**config.mk**
```make
export PLATFORM = sky130hd
export DESIGN_NAME = bounded_stack_with_indexed_access
export DESIGN_NICKNAME = d
export VERILOG_FILES = /design/src/hw/rtl/bstk_pkg.sv /design/src/hw/rtl/bounded_stack_with_indexed_access.sv /design/src/hw/rtl/bstk_cell.sv
export SDC_FILE = /design/constraint.sdc
export NUM_CORES = 2
export LEC_CHECK = 0
export BUFFER_PORTS_ARGS = -buffer_cell sky130_fd_sc_hd__buf_4
export CORE_MARGIN = 5
export CORE_UTILIZATION = 45
export DETAILED_ROUTE_END_ITERATION = 8
export GPL_ROUTABILITY_DRIVEN = 0
export GPL_TIMING_DRIVEN = 0
export SLEW_MARGIN = 20
export SYNTH_ARGS = -nofsm -noshare
export SYNTH_HDL_FRONTEND = slang
export SYNTH_SLANG_ARGS = --single-unit
```
**constraint.sdc**
```tcl
create_clock -name clk -period 6.9 [get_ports clk]
set_input_delay 0.345 -clock clk [delete_from_list [all_inputs] [get_ports clk]]
set_output_delay 0.345 -clock clk [all_outputs]
set_load 0.005 [all_outputs]
```
**src/hw/rtl/bstk_pkg.sv**
```systemverilog
// Shared types and codes for the bounded stack with indexed access.
package bstk_pkg;

  localparam int DEPTH_DEF      = 16;
  localparam int DATA_WIDTH_DEF = 32;

  localparam int KIND_W   = 3;
  localparam int WORD_W   = 32;
  localparam int POS_W    = 8;
  localparam int STATUS_W = 2;
  localparam int DEPTH_W  = 5;

  localparam logic [KIND_W-1:0] KIND_PUSH      = 3'd0;
  localparam logic [KIND_W-1:0] KIND_POP       = 3'd1;
  localparam logic [KIND_W-1:0] KIND_PEEK      = 3'd2;
  localparam logic [KIND_W-1:0] KIND_READ_POS  = 3'd3;
  localparam logic [KIND_W-1:0] KIND_WRITE_POS = 3'd4;
  localparam logic [KIND_W-1:0] KIND_DUMP      = 3'd5;

  localparam logic [STATUS_W-1:0] STATUS_OK        = 2'd0;
  localparam logic [STATUS_W-1:0] STATUS_OVERFLOW  = 2'd1;
  localparam logic [STATUS_W-1:0] STATUS_EMPTY     = 2'd2;
  localparam logic [STATUS_W-1:0] STATUS_BAD_POS   = 2'd3;

  typedef struct packed {
    logic [KIND_W-1:0]        kind;
    logic signed [WORD_W-1:0] push_value;
    logic [POS_W-1:0]         position;
  } in_t;

  typedef struct packed {
    logic [STATUS_W-1:0]      status;
    logic signed [WORD_W-1:0] read_data;
    logic [DEPTH_W-1:0]       depth_now;
    logic                     last;
  } out_t;

  // What one cell loads at the next edge.
  typedef enum logic [1:0] {
    CELL_HOLD,
    CELL_TAKE_PREV,
    CELL_TAKE_NEXT,
    CELL_TAKE_NEW
  } cell_op_t;

endpackage

```
**src/hw/rtl/bounded_stack_with_indexed_access.sv**
```systemverilog
// Top level of the bounded stack: cell chain, fill count and result register.
//
//   channel | ports                         | transfer when
//   --------+-------------------------------+----------------------------
//   input   | in_valid, in_ready, in_data   | in_valid && in_ready
//   result  | out_valid, out_ready, out_data| out_valid && out_ready
//
// Every operation but a dump of a non-empty stack yields one result transfer.
// Such a dump yields one result per held entry, one per cycle while the result
// register drains; the cell chain rotates once per result, so a dump keeps
// the input closed until its last result is loaded into the result register.
// Reset (rst_n low at a clock edge) empties the stack and drops any result.
// A stalled result register holds its item; a new input is taken in the
// same cycle the waiting result transfers.
module bounded_stack_with_indexed_access #(
  parameter int DEPTH      = bstk_pkg::DEPTH_DEF,
  parameter int DATA_WIDTH = bstk_pkg::DATA_WIDTH_DEF
) (
  input  logic           clk,
  input  logic           rst_n,
  input  logic           in_valid,
  output logic           in_ready,
  input  bstk_pkg::in_t  in_data,
  output logic           out_valid,
  input  logic           out_ready,
  output bstk_pkg::out_t out_data
);
  import bstk_pkg::*;

  localparam int CNT_W = $clog2(DEPTH + 1);
  localparam int IDX_W = (DEPTH > 1) ? $clog2(DEPTH) : 1;

  typedef enum logic {
    S_RUN,
    S_DUMP
  } state_t;

  state_t             state_r, state_nxt;
  logic [CNT_W-1:0]   cnt_r, cnt_nxt;     // entries held
  logic [CNT_W-1:0]   rem_r, rem_nxt;     // dump results still to send
  logic               out_valid_r, out_valid_nxt;
  out_t               out_r, out_nxt;

  // Cell 0 is the top of the stack; entry k from the top sits in cell k-1.
  logic [DATA_WIDTH-1:0] cell_q    [DEPTH];
  logic [DATA_WIDTH-1:0] next_in   [DEPTH];
  logic [DATA_WIDTH-1:0] prev_in   [DEPTH];
  cell_op_t              cell_op   [DEPTH];
  logic [DATA_WIDTH-1:0] new_word;
  logic                  rotate;
  logic                  slot_free;
  logic                  in_fire;
  logic                  pos_ok;
  logic [IDX_W-1:0]      pos_idx;

  // Word as stored: sign-extend or truncate the incoming 32-bit value.
  assign new_word = DATA_WIDTH'(in_data.push_value);
  assign pos_idx  = IDX_W'(in_data.position - 8'd1);
  assign pos_ok   = (in_data.position != '0) &&
                    (9'(in_data.position) <= 9'(cnt_r));

  assign slot_free = !out_valid_r || out_ready;
  assign in_ready  = (state_r == S_RUN) && slot_free;
  assign in_fire   = in_valid && in_ready;

  // Neighbor wiring. On a push each cell takes the one above it (the top
  // takes the new word); on a pop each takes the one below. During a dump
  // the held entries rotate, with the deepest one taking the top word.
  genvar g;
  generate
    for (g = 0; g < DEPTH; g++) begin : g_cell
      if (g == 0) begin : g_top
        assign prev_in[g] = new_word;
      end else begin : g_mid
        assign prev_in[g] = cell_q[g-1];
      end
      assign next_in[g] = (rotate && (CNT_W'(g + 1) == cnt_r)) ? cell_q[0]
                                                                 : cell_q[(g + 1) % DEPTH];
      bstk_cell #(
        .DATA_WIDTH (DATA_WIDTH)
      ) u_cell (
        .clk       (clk),
        .op        (cell_op[g]),
        .prev_data (prev_in[g]),
        .next_data (next_in[g]),
        .new_data  (new_word),
        .cell_data (cell_q[g])
      );
    end
  endgenerate

  always_comb begin
    state_nxt     = state_r;
    cnt_nxt       = cnt_r;
    rem_nxt       = rem_r;
    out_valid_nxt = out_valid_r && !out_ready;
    out_nxt       = out_r;
    rotate        = 1'b0;
    for (int i = 0; i < DEPTH; i++) begin
      cell_op[i] = CELL_HOLD;
    end

    if (in_fire) begin
      out_valid_nxt     = 1'b1;
      out_nxt.status    = STATUS_OK;
      out_nxt.read_data = '0;
      out_nxt.last      = 1'b1;
      case (in_data.kind)
        KIND_PUSH: begin
          if (cnt_r == CNT_W'(DEPTH)) begin
            out_nxt.status = STATUS_OVERFLOW;
          end else begin
            for (int i = 0; i < DEPTH; i++) begin
              cell_op[i] = CELL_TAKE_PREV;
            end
            cnt_nxt = cnt_r + 1'b1;
          end
        end
        KIND_POP: begin
          if (cnt_r == '0) begin
            out_nxt.status = STATUS_EMPTY;
          end else begin
            out_nxt.read_data = WORD_W'(cell_q[0]);
            for (int i = 0; i < DEPTH; i++) begin
              cell_op[i] = CELL_TAKE_NEXT;
            end
            cnt_nxt = cnt_r - 1'b1;
          end
        end
        KIND_PEEK: begin
          if (cnt_r == '0) begin
            out_nxt.status = STATUS_EMPTY;
          end else begin
            out_nxt.read_data = WORD_W'(cell_q[0]);
          end
        end
        KIND_READ_POS: begin
          if (!pos_ok) begin
            out_nxt.status = STATUS_BAD_POS;
          end else begin
            out_nxt.read_data = WORD_W'(cell_q[pos_idx]);
          end
        end
        KIND_WRITE_POS: begin
          if (!pos_ok) begin
            out_nxt.status = STATUS_BAD_POS;
          end else begin
            cell_op[pos_idx] = CELL_TAKE_NEW;
          end
        end
        KIND_DUMP: begin
          if (cnt_r == '0) begin
            out_nxt.status = STATUS_EMPTY;
          end else begin
            // Send the top now and rotate; the rest follow from cell 0.
            out_nxt.read_data = WORD_W'(cell_q[0]);
            rotate = 1'b1;
            for (int i = 0; i < DEPTH; i++) begin
              if (CNT_W'(i) < cnt_r) begin
                cell_op[i] = CELL_TAKE_NEXT;
              end
            end
            if (cnt_r != CNT_W'(1)) begin
              out_nxt.last = 1'b0;
              rem_nxt      = cnt_r - 1'b1;
              state_nxt    = S_DUMP;
            end
          end
        end
        default: begin
          // Unused codes: report ok, leave the stack alone.
        end
      endcase
      out_nxt.depth_now = DEPTH_W'(cnt_nxt);
    end else if (state_r == S_DUMP && slot_free) begin
      out_valid_nxt     = 1'b1;
      out_nxt.status    = STATUS_OK;
      out_nxt.read_data = WORD_W'(cell_q[0]);
      out_nxt.depth_now = DEPTH_W'(cnt_r);
      out_nxt.last      = (rem_r == CNT_W'(1));
      rotate            = 1'b1;
      for (int i = 0; i < DEPTH; i++) begin
        if (CNT_W'(i) < cnt_r) begin
          cell_op[i] = CELL_TAKE_NEXT;
        end
      end
      rem_nxt = rem_r - 1'b1;
      if (rem_r == CNT_W'(1)) begin
        state_nxt = S_RUN;
      end
    end
  end

  always_ff @(posedge clk) begin
    if (!rst_n) begin
      state_r     <= S_RUN;
      cnt_r       <= '0;
      rem_r       <= '0;
      out_valid_r <= 1'b0;
    end else begin
      state_r     <= state_nxt;
      cnt_r       <= cnt_nxt;
      rem_r       <= rem_nxt;
      out_valid_r <= out_valid_nxt;
    end
    out_r <= out_nxt;
  end

  assign out_valid = out_valid_r;
  assign out_data  = out_r;

endmodule

```
**src/hw/rtl/bstk_cell.sv**
```systemverilog
// One stack cell: holds a word and loads from a neighbor or the write port.
module bstk_cell #(
  parameter int DATA_WIDTH = bstk_pkg::DATA_WIDTH_DEF
) (
  input  logic                     clk,
  input  bstk_pkg::cell_op_t       op,
  input  logic [DATA_WIDTH-1:0]    prev_data,
  input  logic [DATA_WIDTH-1:0]    next_data,
  input  logic [DATA_WIDTH-1:0]    new_data,
  output logic [DATA_WIDTH-1:0]    cell_data
);
  import bstk_pkg::*;

  logic [DATA_WIDTH-1:0] data_r;
  logic [DATA_WIDTH-1:0] data_nxt;

  always_comb begin
    case (op)
      CELL_HOLD:      data_nxt = data_r;
      CELL_TAKE_PREV: data_nxt = prev_data;
      CELL_TAKE_NEXT: data_nxt = next_data;
      CELL_TAKE_NEW:  data_nxt = new_data;
      default:        data_nxt = data_r;
    endcase
  end

  always_ff @(posedge clk) begin
    data_r <= data_nxt;
  end

  assign cell_data = data_r;

endmodule

```
# Yosys cells after proc, flatten, opt, wreduce, memory -nomap -nowiden

Index checks and enable logic that the tools add are counted.

Register bits: 564
Latch bits: 0
RAM bits: 0
Bits in read-only memories: 0
Input port bits: 47
Output and inout port bits: 42
Logic and storage cells: 267
Memories: 0

Add/subtract/negate cells: 4
Multipliers: 0
Divide/modulo/power cells: 0
$lt $le $gt $ge: 19
Equality and inequality tests: 75
Shift operators: 0
Multiplexer cells: 91
Bitwise operators: 3
Reductions and logical operators: 51

Operators with widths:

| kind                  | count |
|---|---|
| $pmux W32 S3          | 15 |
| $mux W32              | 24 |
| $bmux W32 S4          | 1 |
| $pmux W32 S2          | 2 |
| $pmux W32 S4          | 1 |
| $mux W40              | 2 |
| $eq A2 B2 Y1 const B  | 32 |
| $eq A4 B5 Y1 const A  | 8 |
| $lt A4 B5 Y1 const A  | 8 |
| $mux W2               | 19 |
| $mux W5               | 7 |
| $eq A2 B1 Y1 const B  | 16 |
| $logic_not A2 Y1      | 16 |
| $mux W31              | 1 |
| $logic_and A1 B1 Y1   | 21 |
| $eq A3 B5 Y1 const A  | 4 |
| $lt A3 B5 Y1 const A  | 4 |
| $mux W1               | 16 |
| $eq A2 B5 Y1 const A  | 2 |
| $lt A1 B5 Y1 const A  | 2 |
| $lt A2 B5 Y1 const A  | 2 |
| $pmux W5 S2           | 1 |
| $sub A5 B1 Y5 const B | 2 |
| $demux W2 S4          | 1 |
| other kinds (28)      | 36 |

# Logic depth before layout (Yosys ltp)

Depth after elaboration: 12
Depth in mapped cells: 16
Depth with buffers taken out: 8

# By module

From an unflattened synthesis, not the netlist that was laid out.

Cell total of the unflattened synthesis: 3658
Area total of the unflattened synthesis: 39711.8 um^2

Modules (own cells, without submodules):

| module                            | instances | cells an instance | area each (um^2) | seq. area each (um^2) |
|---|---|---|---|---|
| bstk_cell                         | 16        | 140               | 1672.9           | 960.9 |
| bounded_stack_with_indexed_access | 1         | 1418              | 12946.2          | 1441.4 |

# Least setup slack after synthesis

No wires, ideal clock.

Path kind: input port to flip-flop
Start point: input port in_data[0] in the netlist's numbering
End point: register g_cell[0].u_cell.data_r[0] (enable)
Data arrival time: 5249 ps
Required time: 6434 ps
Slack: 1185 ps
Stages: 13
Path buffers: 5
Cells stage by stage: buf_2 clkbuf_1 buf_1 clkbuf_1 inv_1 ha_1 buf_2 or4b_1 nand2_1 nor2_1 and4_1 a211oi_1 o21ai_0

Word-level cells in the longest chain between the ends: 12
Elaborated cells on any way between the ends: 18
Classes of those cells: 1 x add/sub; 3 x order compare; 2 x eq/ne; 5 x mux; 2 x bitwise; 5 x reduce/logical

Ends and longest elaborated chain:

| item                                                                      | RTL line                                 | text |
|---|---|---|
| start, declared                                                           | bounded_stack_with_indexed_access.sv:23  | `input bstk_pkg::in_t in_data,` |
| $sub A4 B1 Y4                                                             | bounded_stack_with_indexed_access.sv:58  | `assign pos_idx = IDX_W'(in_data.position - 8'd1);` |
| $not A4 Y5 (not written as such)                                          | bounded_stack_with_indexed_access.sv:148 | `cell_op[pos_idx] = CELL_TAKE_NEW;` |
| $ge A5 B5 Y1 (not written as such) / $lt A5 B1 Y1 (equally long branches) | bounded_stack_with_indexed_access.sv:148 |  |
| $logic_and A1 B1 Y1 (not written as such)                                 | bounded_stack_with_indexed_access.sv:148 |  |
| $mux W2 (not written as such)                                             | bounded_stack_with_indexed_access.sv:148 |  |
| $demux W2 S4                                                              | bounded_stack_with_indexed_access.sv:148 |  |
| $mux W32 *                                                                | bounded_stack_with_indexed_access.sv:145 | `if (!pos_ok) begin` |
| $pmux W32 S4 *                                                            | bounded_stack_with_indexed_access.sv:108 | `case (in_data.kind)` |
| $mux W32 *                                                                | bounded_stack_with_indexed_access.sv:103 | `if (in_fire) begin` |
| $eq A2 B2 Y1 / $logic_not A2 Y1 (equally long branches)                   | bstk_cell.sv:18                          | `case (op)` |
| $ne A2 B2 Y1 (no source line) / $not A1 Y1 (equally long branches)        | -                                        |  |
| $reduce_and A2 Y1 (no source line) *                                      | -                                        |  |
| end signal, assigned                                                      | bstk_cell.sv:28                          | `data_r <= data_nxt;` |
| end, declared                                                             | bstk_cell.sv:14                          | `logic [DATA_WIDTH-1:0] data_r;` |

Mark *: on every way between the ends. The rest lies on a longest branch, timed or not.
A chain may end at the register's enable or synchronous reset.

# Final worst setup path

Start point: input port in_data[0] in the netlist's numbering
End point: register g_cell[7].u_cell.data_r[8] (enable)

Word-level cells in the longest chain between the ends: 10
Elaborated cells on any way between the ends: 14
Classes of those cells: 1 x add/sub; 3 x order compare; 5 x mux; 1 x bitwise; 4 x reduce/logical

Ends and longest elaborated chain:

| item                                                                      | RTL line |
|---|---|
| $sub A4 B1 Y4                                                             | bounded_stack_with_indexed_access.sv:58 |
| $not A4 Y5 (not written as such)                                          | bounded_stack_with_indexed_access.sv:148 |
| $ge A5 B5 Y1 (not written as such) / $lt A5 B1 Y1 (equally long branches) | bounded_stack_with_indexed_access.sv:148 |
| $logic_and A1 B1 Y1 (not written as such)                                 | bounded_stack_with_indexed_access.sv:148 |
| $mux W2 (not written as such)                                             | bounded_stack_with_indexed_access.sv:148 |
| $demux W2 S4                                                              | bounded_stack_with_indexed_access.sv:148 |
| $mux W32 *                                                                | bounded_stack_with_indexed_access.sv:145 |
| $pmux W32 S4 *                                                            | bounded_stack_with_indexed_access.sv:108 |
| $mux W32 *                                                                | bounded_stack_with_indexed_access.sv:103 |
| $logic_not A2 Y1 *                                                        | bstk_cell.sv:18 |
| end signal, assigned                                                      | bstk_cell.sv:28 |
| end, declared                                                             | bstk_cell.sv:14 |

Marks and branches as above.

==> reports/metrics.csv <==
stage,metric,value,unit
critical_path,worstSetupStartpoint,in_data[0],
clock_network,cts_buffers,70,
synth,ys_seq_elements,564,
routing,drc,1,
grt,grt_overflow_total,0,
worst_hold_path,worstHoldPathCells,3,
grt,antenna_found_initial,9,
power,ir_drop,0.2097,mV
placed_design,dp.final_hpwl,151.5,mm
critical_path,slowest_stage,a41oi_2,
routing,wire_per_inst,35.30,um
sta,hold_violations,0,
clock_network,cts_buffer_depth,3,
clock_network,cts-resized-gates,0,
clock_network,cts_hold_buffers,2,
synth,syn_area_per_cell,10.40,um2
grt,grt_use_total,37.33,%
sta,tightest_slew,1.366,ns
clock_network,path_clk_slew,0.06,ns
floorplanning,io_pins,89,
synth,syn_area,40350,um2
critical_path,cp_max_fo,10,
power,p_leak,0.01736,uW
floorplanning,core-area,88650,um2
synth,yosysUniqueCellTypes,82,
cells_and_area,drive_gt1_share,18.28,%
worst_hold_path,min-delay-path-class,in2reg,
clock_network,cts_tree,yes,
placed_design,placed_area,42880,um2
sta,timing.fmax,143.0,MHz
placed_design,portBuffers,85,
sta,slew_headroom,8.952,%
sta,timing.hold.ws,0.1992,ns
cells_and_area,register_area,16820,um2
routing,drt_wl_total,186.3,mm
cells_and_area,nNetsFinal,4123,
placed_design,placed_cells,5150,
grt,grt_pass1_wl,255.6,mm
sta,fin_crit_sh,101.3,%
critical_path,r2r-start,cnt_r[1]$_SDFFE_PN0P_,
sta,fin_setup_tns,-0.6141,ns
synth,synth_cells,3881,
critical_path,crit_path_end_kind,flip-flop,
floorplanning,design.die.area,95770,um2
synth,postSynth.asyncResetShare,0,%
synth,synth_edf_count,552,
synth,postSynthNetCount,3945,
sta,fin_ws,-0.09247,ns
critical_path,path_delay_family,buffers and inverters,
routing,vias,37260,
worst_hold_path,hold_start,in_data[40],
cells_and_area,mostFrequentLayoutCells,"edfxtp_1 (552), nand2_1 (477), clkbuf_1 (343)",
critical_path,path_cells,buf_4 -> buf_2 -> clkbuf_1 -> buf_2 -> clkbuf_1 -> inv_1 -> ha_1 -> buf_2 -> a41oi_2 -> nor2_1 -> a41oi_1 -> buf_2 -> clkbuf_1 -> o211ai_1 -> buf_4 -> buf_4 -> buf_4,
cells_and_area,fin_cells,5277,
floorplanning,fp.dieW,309.5,um
clock_network,cts-root-buf,clkbuf_16,
critical_path,rr_worst_depth,13,
grt,grt_max_degree,33,
synth,ys.warnings.count,0,
worst_hold_path,min_to,out_data[38]$_SDFFCE_PN0P_,
outcome,status,"complete, but fails checks",
clock_network,clock_sinks,564,
critical_path,r2r-end,g_cell[7].u_cell.cell_data[8]$_DFFE_PP_,
cells_and_area,finalInstanceArea,45040,um2
cells_and_area,nFillCells,8240,
critical_path,rrSetupSlack,1.21,ns
power,power_density,189.3,nW/um2
run,maxCapViolations,0,
outcome,violations,"design-rule violations, negative setup slack",
floorplanning,rows,109,
cells_and_area,final_util,50.81,%
floorplanning,die_h,309.5,um
routing,drtIter0Drc,6943,
floorplanning,start_util,45.52,%
sta,finClkSkew,0.03137,ns
synth,synth_top_flop_cell,edfxtp_1,
sta,setup_viol,7,
cells_and_area,areaGrowthSynthToFinish,11.61,%
cells_and_area,multiInputGateArea,21500,um2
cells_and_area,mostFrequentLayoutCell,edfxtp_1,
critical_path,cp.arrival,7.39,ns
critical_path,required,7.30,ns
critical_path,max_stage_delay,0.93,ns
sta,slew_viol_final,0,
sta,finalCriticalPeriod,6.992,ns
clock_network,postCtsSetupRepairBufs,0,
critical_path,crit_type,in2reg,
clock_network,cts-htree-levels,3,
synth,ys_seq_area_share,41.67,%
sta,rsz0062_at_grt,false,
critical_path,start_kind,input port,
grt,grt_pass1_vias,34990,
critical_path,path_buf_inv,12,
clock_network,clock_latency,0.65,ns
routing,viasPerCell,7.060,
routing,drtPass1Iterations,9,
routing,antenna_left,0,
-- sequential cells by signal, indices dropped and copies added, names as in the netlist --
register and count:
cnt_r 5, rem_r 5, g_cell.u_cell.cell_data 512, out_data 40, state_r 1, out_valid 1
-- stage by stage --
step                worst slack, ns  total power [uW]
finish                     -0.09247              8525
global route                0.08341              8641
CTS                          0.3786              8431
global placement             -3.066              4883
detailed placement          -0.2754              4904
floorplan                     1.185              4439
-- kinds of logic after synthesis --
group	Yosys count	synth area share, %
simple gates	1071	12.70
compound gates	984	17.23
mux	705	22.25
flops	564	41.67
buf+inv	533	5.472
fa+ha+maj	17	0.5271
xor+xnor	7	0.1519
-- how the worst max path moves through the flow --
| stage | to | slack, ns | cells past startpoint |
|---|---|---|---|
| 2_1_floorplan | g_cell[0].u_cell.cell_data[0]$_DFFE_PP_ | 1.19 | 13 |
| 3_3_place_gp | g_cell[0].u_cell.cell_data[6]$_DFFE_PP_ | -3.07 | 14 |
| 3_5_place_dp | g_cell[7].u_cell.cell_data[7]$_DFFE_PP_ | -0.28 | 17 |
| 4_1_cts | g_cell[7].u_cell.cell_data[7]$_DFFE_PP_ | 0.38 | 17 |
| 5_1_grt | g_cell[7].u_cell.cell_data[7]$_DFFE_PP_ | 0.08 | 17 |
| 6_report | g_cell[7].u_cell.cell_data[8]$_DFFE_PP_ | -0.09 | 17 |
-- power by group --
part | internal [uW] | switching [uW]
registers | 3800 | 72.1
logic | 323 | 715
clock network | 2040 | 1580
-- synthesized netlist by cell type, drive strengths merged (64+ instances only) --
library cell / number / share of area (%)
nor2: 84 / 0.80
o22ai: 69 / 1.1
a22o: 66 / 1.4
a31oi: 134 / 2.1
mux2: 257 / 7.2
clkbuf: 325 / 3.0
o32ai: 64 / 1.4
nand2b: 90 / 1.4
nand3: 149 / 1.8
edfxtp: 552 / 41
o21ai: 218 / 2.7
nand2: 485 / 4.5
a21oi: 124 / 1.6
mux2i: 320 / 7.9
mux4: 128 / 7.1
o31ai: 96 / 2.0
inv: 81 / 0.75
buf: 127 / 1.7
nor3: 80 / 1.0
-- routing by layer --
metal,share of wire [%],GRT usage (%),wire (um)
met1,37,50.31,68940
met2,41,53.87,76410
met3,16,12.08,28890
met5,0.047,0,88
met4,6.4,19.62,11950
-- worst register-to-register path: stages, from the launching register on --
cell	delay [ns]
dfxtp_1	0.37
clkbuf_1	0.28
inv_1	0.27
ha_1	0.39
nand4bb_1	0.27
and2_1	0.23
clkbuf_1	0.27
nand2_1	0.27
clkbuf_1	0.73
clkbuf_1	1.02
o211ai_1	0.62
buf_4	0.37
buf_4	0.19
buf_4	0.18
-- layout make-up --
cell class / count / share of cell area [%]
clock buffers: 90 / 4.103
repair buffers: 106 / 2.067
clock inverters: 31 / 0.5890
flip-flops and latches: 564 / 37.34
inverters: 81 / 0.6751
well taps: 1165 / 3.236
plain buffers: 452 / 4.239
multi-input cells: 2784 / 47.73
diodes: 4 / 0.02222
(Power assumes the default switching activity.)
